<file path="config.mk">
export PLATFORM = sky130hd
export DESIGN_NAME = pdb_depth_unit
export DESIGN_NICKNAME = d
export VERILOG_FILES = /design/src/rtl/pdb_pkg.sv /design/src/rtl/pdb_depth_unit.sv
export SDC_FILE = /design/constraint.sdc
export NUM_CORES = 2
export LEC_CHECK = 0
export BUFFER_PORTS_ARGS = -buffer_cell sky130_fd_sc_hd__buf_2
export CELL_PAD_IN_SITES_DETAIL_PLACEMENT = 1
export CELL_PAD_IN_SITES_GLOBAL_PLACEMENT = 1
export CORE_AREA = 2 2 274 276
export CTS_CLUSTER_DIAMETER = 100
export DETAILED_ROUTE_END_ITERATION = 7
export DIE_AREA = 0 0 276 278
export GPL_TIMING_DRIVEN = 1
export PLACE_DENSITY_LB_ADDON = 0.1
export SETUP_SLACK_MARGIN = 0.2
export SLEW_MARGIN = 15
export SYNTH_ARGS = -nofsm -noshare
export SYNTH_HDL_FRONTEND = slang
export SYNTH_SLANG_ARGS = --single-unit
</file>
<file path="constraint.sdc">
create_clock -name clock -period 15.5 [get_ports clock]
set_input_delay 3.875 -clock clock [delete_from_list [all_inputs] [get_ports clock]]
set_output_delay 3.875 -clock clock [all_outputs]
set_load 0.01 [all_outputs]
</file>
<file path="src/rtl/pdb_pkg.sv">
// Shared constants of the point depth buffer: commands, status codes, registers, sizes.
`default_nettype none
package pdb_pkg;
   localparam int CELLS_X_DEF    = 256;
   localparam int CELLS_Y_DEF    = 256;
   localparam int INDEX_BITS_DEF = 24;

   localparam int DEPTH_W = 26;
   localparam int SIDX_W  = 24;

   localparam logic [1:0] CMD_INSERT  = 2'd0;
   localparam logic [1:0] CMD_READ    = 2'd1;
   localparam logic [1:0] CMD_CLEAR   = 2'd2;
   localparam logic [1:0] CMD_IGNORED = 2'd3;

   localparam logic [2:0] ST_STORED  = 3'd0;
   localparam logic [2:0] ST_FARTHER = 3'd1;
   localparam logic [2:0] ST_OUTSIDE = 3'd2;
   localparam logic [2:0] ST_RANGE   = 3'd3;
   localparam logic [2:0] ST_HIT     = 3'd4;
   localparam logic [2:0] ST_EMPTY   = 3'd5;
   localparam logic [2:0] ST_CLEARED = 3'd6;

   localparam logic [2:0] REG_WIDTH  = 3'd0;
   localparam logic [2:0] REG_HEIGHT = 3'd1;
   localparam logic [2:0] REG_SUBDIV = 3'd2;
   localparam logic [2:0] REG_CAM_X  = 3'd3;
   localparam logic [2:0] REG_CAM_Y  = 3'd4;
   localparam logic [2:0] REG_CAM_Z  = 3'd5;
endpackage
`default_nettype wire

</file>
<file path="src/rtl/pdb_depth_unit.sv">
// Depth unit: squared distance with one shared multiplier, then a bit-serial square root.
`default_nettype none
module pdb_depth_unit
   import pdb_pkg::*;
(
   input  wire logic                      clock,
   input  wire logic                      reset,
   input  wire logic                      start,
   input  wire logic signed [23:0]        world_x,
   input  wire logic signed [23:0]        world_y,
   input  wire logic signed [23:0]        world_z,
   input  wire logic signed [23:0]        cam_x,
   input  wire logic signed [23:0]        cam_y,
   input  wire logic signed [23:0]        cam_z,
   output logic                           done,
   output logic [DEPTH_W-1:0]             depth
);
   typedef enum logic [1:0] {D_IDLE, D_SQ, D_ROOT} dstate_type;

   dstate_type  state_ff;
   logic [1:0]  cnt_ff;
   logic [4:0]  iter_ff;
   logic [24:0] mag_x_ff, mag_y_ff, mag_z_ff;
   logic [49:0] prod_ff;
   logic [49:0] sum_ff;
   logic [25:0] rem_ff;
   logic [24:0] root_ff;
   logic        done_ff;

   logic signed [24:0] dx, dy, dz;
   logic [24:0] sel;
   logic [27:0] rem_t, trial;

   assign dx = {world_x[23], world_x} - {cam_x[23], cam_x};
   assign dy = {world_y[23], world_y} - {cam_y[23], cam_y};
   assign dz = {world_z[23], world_z} - {cam_z[23], cam_z};

   always_comb begin
      case (cnt_ff)
         2'd0:    sel = mag_x_ff;
         2'd1:    sel = mag_y_ff;
         default: sel = mag_z_ff;
      endcase
   end

   assign rem_t = {rem_ff, sum_ff[49:48]};
   assign trial = {1'b0, root_ff, 2'b01};

   always_ff @(posedge clock) begin
      if (reset) begin
         state_ff <= D_IDLE;
         done_ff  <= 1'b0;
      end else begin
         done_ff <= 1'b0;
         case (state_ff)
            D_IDLE: begin
               if (start) begin
                  mag_x_ff <= dx[24] ? 25'(-dx) : 25'(dx);
                  mag_y_ff <= dy[24] ? 25'(-dy) : 25'(dy);
                  mag_z_ff <= dz[24] ? 25'(-dz) : 25'(dz);
                  cnt_ff   <= 2'd0;
                  sum_ff   <= '0;
                  state_ff <= D_SQ;
               end
            end
            D_SQ: begin
               // The product of one step is added in the next.
               prod_ff <= sel * sel;
               if (cnt_ff != 2'd0) begin
                  sum_ff <= sum_ff + prod_ff;
               end
               cnt_ff <= cnt_ff + 2'd1;
               if (cnt_ff == 2'd3) begin
                  rem_ff   <= '0;
                  root_ff  <= '0;
                  iter_ff  <= '0;
                  state_ff <= D_ROOT;
               end
            end
            D_ROOT: begin
               if (rem_t >= trial) begin
                  rem_ff  <= 26'(rem_t - trial);
                  root_ff <= {root_ff[23:0], 1'b1};
               end else begin
                  rem_ff  <= 26'(rem_t);
                  root_ff <= {root_ff[23:0], 1'b0};
               end
               sum_ff  <= {sum_ff[47:0], 2'b00};
               iter_ff <= iter_ff + 5'd1;
               if (iter_ff == 5'd24) begin
                  done_ff  <= 1'b1;
                  state_ff <= D_IDLE;
               end
            end
            default: state_ff <= D_IDLE;
         endcase
      end
   end

   assign done  = done_ff;
   assign depth = {1'b0, root_ff};
endmodule
`default_nettype wire

</file>
**Word-level counts from Yosys, hierarchy flattened**

Cells that the tools add are included.

- Add/sub/neg operators: 10
- Reductions and logical operators: 13
- Equality and inequality tests: 9
- Bitwise operators: 2
- $mul: 1
- Muxes and demuxes: 22
- $lt $le $gt $ge: 1

Operators with widths:

| operator | number |
|---|---|
| 50-bit one-hot mux with 3 select lines | 1 |
| 50-bit 2-to-1 mux | 2 |
| 25-bit one-hot mux with 2 select lines | 2 |
| 25-bit negator | 3 |
| 24-bit by 24-bit subtractor with 25-bit output | 3 |
| 24-bit 2-to-1 mux | 3 |
| 26-bit 2-to-1 mux | 2 |
| 26-bit one-hot mux with 2 select lines | 1 |
| 50-bit adder | 1 |
| 25-bit by 25-bit multiplier with 50-bit output | 1 |
| 28-bit by 27-bit greater-or-equal comparator with 1-bit output | 1 |
| 26-bit subtractor | 1 |
| 25-bit 2-to-1 mux | 1 |
| 3-bit AND reduction | 4 |
| 5-bit one-hot mux with 2 select lines | 1 |
| 2-bit 2-to-1 mux | 4 |
| 2-bit inequality test (second input constant) | 4 |
| 2-bit one-hot mux with 3 select lines | 1 |
| 2-bit nonzero test | 3 |
| 5-bit by 1-bit adder with 5-bit output (second input constant) | 1 |
| 5-bit == test (second input constant) | 1 |
| 5-bit 2-to-1 mux | 1 |
| 2-bit by 1-bit == test with 1-bit output (second input constant) | 2 |
| 2-bit == test (second input constant) | 2 |
| 9 further kinds | 12 |

- Output and inout port bits: 27
- Logic and storage cells: 72
- Input port bits: 147
- Flip-flop bits (word level): 236

**Logic depth before layout (Yosys ltp)**

- Depth in word-level cells: 3
- Gate-level depth with buffers: 34
- Mapped depth without buffers: 32

**Worst setup path after synthesis**

Ideal clock, no wire load.

- Path type: input-to-reg
- Start: in reset
- End: reg sum_ff[0] (enable)
- Path buffers: 1
- Arrival time: 11.938 ns
- Setup slack: 2.837 ns
- Stages on the path: 2
- Required time: 14.774 ns
- Setup time: 0.726 ns
- Cells stage by stage: clkbuf_1 > a2111oi_0

- Cells in the longest elaborated chain, start to end: 2

Ends and longest elaborated chain:

| what | RTL line | RTL |
|---|---|---|
| start: declaration | pdb_depth_unit.sv:7 | `input wire logic reset,` |
| 1-bit NOT (no line) | -- |  |
| 4-bit AND reduction (no line) | -- |  |
| end signal: assignment | pdb_depth_unit.sv:70 | `sum_ff <= sum_ff + prod_ff;` |
| end signal: assignment | pdb_depth_unit.sv:88 | `sum_ff <= {sum_ff[47:0], 2'b00};` |
| end: declaration | pdb_depth_unit.sv:25 | `logic [49:0] sum_ff;` |

Every way passes these cells.
A chain may end at the register's enable or synchronous reset.

**Final worst setup path**

- Start: reg cnt_ff[0]
- End: reg prod_ff[40] (data pin)

- Cells in the longest elaborated chain, start to end: 3
- Elaborated cells between the ends (all ways): 4
- Classes of those cells: 1 x mul; 1 x eq/ne; 1 x mux; 1 x reduce/logical

Ends and longest elaborated chain:

| what | RTL line | RTL |
|---|---|---|
| start: declaration | pdb_depth_unit.sv:21 | `logic [1:0] cnt_ff;` |
| start signal: assignment | pdb_depth_unit.sv:72 | `cnt_ff <= cnt_ff + 2'd1;` |
| 2-bit by 1-bit == test with 1-bit output or 2-bit logical NOT (tied branches) | pdb_depth_unit.sv:39 | `case (cnt_ff)` |
| 25-bit one-hot mux with 2 select lines * | pdb_depth_unit.sv:39 |  |
| 25-bit by 25-bit multiplier with 50-bit output * | pdb_depth_unit.sv:68 | `prod_ff <= sel * sel;` |
| end signal: assignment | pdb_depth_unit.sv:68 |  |
| end: declaration | pdb_depth_unit.sv:24 | `logic [49:0] prod_ff;` |

Mark *: on every way between the ends. The rest lies on a longest branch, timed or not.

==> results.tsv <==
stage	metric	value	unit
run_status	status	complete, but fails checks	
run_status	violations	design-rule violations	
setup_path	arrival	10.58	ns
yosys	synth_top_family_by_area	adder cells	
cts	postCtsSetupBuffers	0	
floorplan	core	0.0738	mm²
timing	hold_violations	0	
setup_path	path_delay_family	adder cells	
global_routing	grt_pass1_wl	170000	µm
yosys	synth_top_area_frac	0.258	
cts	clock_path_buffers	3	
setup_path	start_kind	flop	
timing	fin_tns_setup	0	ns
timing	rsz0062_at_grt	no	
cts	clk_pin_slew	0.06	ns
yosys	synthAdderAreaFrac	0.374	
placed_design	dp_hpwl	84800	µm
global_routing	grt_pass1_vias	30967	
cells_and_area	area.growth.synth_to_final	7.66	%
yosys	synth_edf_count	232	
setup_path	critPathCaptureType	flop	
cts	cts_tree	done	
cts	cts_repair_resize_count	0	
hold_path	worst_hold_path_type	reg2reg	
floorplan	row_count	100	
placed_design	portBuffers	172	
timing	fmax	97.4	MHz
setup_path	worstPathRequired	15.81	ns
setup_path	crit_path_top_delay_cell	a21o_1	
run	maxCapViolations	0	
route	drtIter0Drc	1739	
timing	worstMarginPinSlew	1.09	ns
setup_path	critPathKind	reg2reg	
yosys	syn_area_per_cell	9.04	µm²
floorplan	dieArea	0.0767	mm²
yosys	synth_area	0.0365	mm²
route	vias_per_cell	5.60	
cells_and_area	drive_gt1_frac	0.0705	
cells_and_area	antennaDiodeCount	0	
cts	cts_made_buffers	29	
timing	fin_crit	10.27	ns
placed_design	gp_routability_congestion	0.921	
cts	htreeDepth	1	
yosys	synth-simple-area-share	0.127	
yosys	async_reset_ff_frac	0	
yosys	yosys-top-cells-area	fa_1 (26%), edfxtp_1 (19%), ha_1 (12%), inv_1 (8.6%), xnor2_1 (3.6%)	
global_routing	grt_max_degree	85	
yosys	synth_compound_area_frac	0.139	
setup_path	timing.critical_path.buf_inv	7	
floorplan	die_w	276	µm
cts	hold_buffers	0	
timing	setup_viol	0	
yosys	ys_ff_latch	235	
floorplan	io_pins	174	
yosys	synth-xor-area-share	0.0571	
timing	relSlewSlack	0.270	
cts	clk_root_buffer_cell	clkbuf_16	
route	routed_wl	105000	µm
yosys	synth_ff_type	edfxtp_1	
floorplan	start_util	0.495	
route	drc	2	
timing	fin_skew	0.0409	ns
setup_path	slowest_delay	0.86	ns
cts	clk-insertion-delay-late	0.60	ns
yosys	yosysMostFrequentCell	inv_1	
route	vias	28730	
timing	slew_viol_final	0	
setup_path	critPathMostFrequentCell	fa_1	
cells_and_area	nets	5091	
yosys	ys_seq_area_frac	0.192	
yosys	synth_common_cells	inv_1 (834), fa_1 (470), ha_1 (339)	
global_routing	grt_overflow	0	
floorplan	die-height	278	µm
cts	clkSinkCount	235	
route	dr.pass1.iters	7	
yosys	yosysTopAreaCell	fa_1	
yosys	synth_cell_types	91	
yosys	synthMuxAreaShare	0.00884	
timing	timing.final.crit_share	0.663	
yosys	syn_inst	4041	
route	wl_per_cell	20.5	µm
global_routing	antenna_found_initial	0	
cells_and_area	fill_cells	8645	
setup_path	cp_max_fo	30	
global_routing	grt_util_all_layers	0.278	
yosys	yosys_warnings	0	
yosys	synth_nets	4997	
route	ant_nets	0	
-- path summary, 6_finish.rpt --
check                           start                       end  slack (ns)  cells after the start
min reg2reg  state_ff[1]$_SDFFE_PP0P_  state_ff[1]$_SDFFE_PP0P_        0.56                      2
max           cnt_ff[0]$_SDFFCE_PN0P_     prod_ff[40]$_DFFE_PP_        5.23                     28
max reg2reg   cnt_ff[0]$_SDFFCE_PN0P_     prod_ff[40]$_DFFE_PP_        5.23                     28
min          state_ff[1]$_SDFFE_PP0P_  state_ff[1]$_SDFFE_PP0P_        0.56                      2
-- logic make-up (layout without fill, tap and decap cells) --
logic type / after synthesis / in the layout
AND/OR/NAND/NOR: 986 / 986
buffers and inverters: 979 / 1095
adder cells (fa/ha/maj): 809 / 809
AO/OA/AOI/OAI: 761 / 761
XOR/XNOR: 238 / 238
flip-flops: 235 / 235
multiplexers: 32 / 32
other: 1 / 1
-- placed cells by master, fill, tap and decap left out, types with 122 or more instances in the layout --
cell	instances
nor2_1	280
a21o_1	122
buf_2	172
edfxtp_1	232
fa_1	470
inv_1	834
ha_1	338
a21oi_1	207
xnor2_1	149
nand2_1	323
-- routing by layer --
layer,vias up,part of all wire,track usage
met5,-,0,0
met3,124,0.055,0.0348
met1,14481,0.46,0.391
met2,705,0.46,0.462
met4,0,0.020,0.0574
li1,13420,-,-
-- worst register-to-register path, delay by kind of cell, from the launching register on --
family / cells / cell delay (ns)
and+or+nand+nor: 3 / 0.62
AOI/OAI and AO/OA: 8 / 2.87
xor gates and xnor gates: 1 / 0.09
DFF: 1 / 0.43
adders and majority gates: 9 / 4.69
buffers and inverters: 7 / 1.32
-- metrics by stage --
stage / instance area, µm² / utilization / worst slack (ns) / std cells / hold slack (ns)
2_1_floorplan: 36500 / - / 2.84 / 4041 / 0.514
3_3_place_gp: 38300 / 0.519 / 5.56 / 5073 / 0.544
3_5_place_dp: 38300 / 0.519 / 5.30 / 5073 / 0.547
4_1_cts: 39300 / 0.532 / 5.19 / 5126 / 0.559
5_1_grt: 39300 / 0.532 / 4.55 / 5126 / 0.591
6_report: 39300 / 0.532 / 5.23 / 5126 / 0.564
-- state kept, by name, indices dropped and copies added, names as in the netlist --
name      flops
cnt_ff        2
rem_ff       26
prod_ff      49
mag_z_ff     25
state_ff      2
mag_x_ff     25
sum_ff       50
mag_y_ff     25
iter_ff       5
root_ff      25
done          1
-- area by class of cell --
cell class / count / area (µm²) / share of cell area
repair buffers: 199 / 1060 / 0.0271
well taps: 969 / 1210 / 0.0308
clock buffers: 32 / 737 / 0.0187
flip-flops and latches: 235 / 7030 / 0.179
inverters: 843 / 3160 / 0.0805
clock inverters: 21 / 270 / 0.00688
multi-input cells: 2827 / 25800 / 0.657
Power is not shown: default switching activity piles up to over one toggle a cycle in this logic, so the estimate is an artifact.
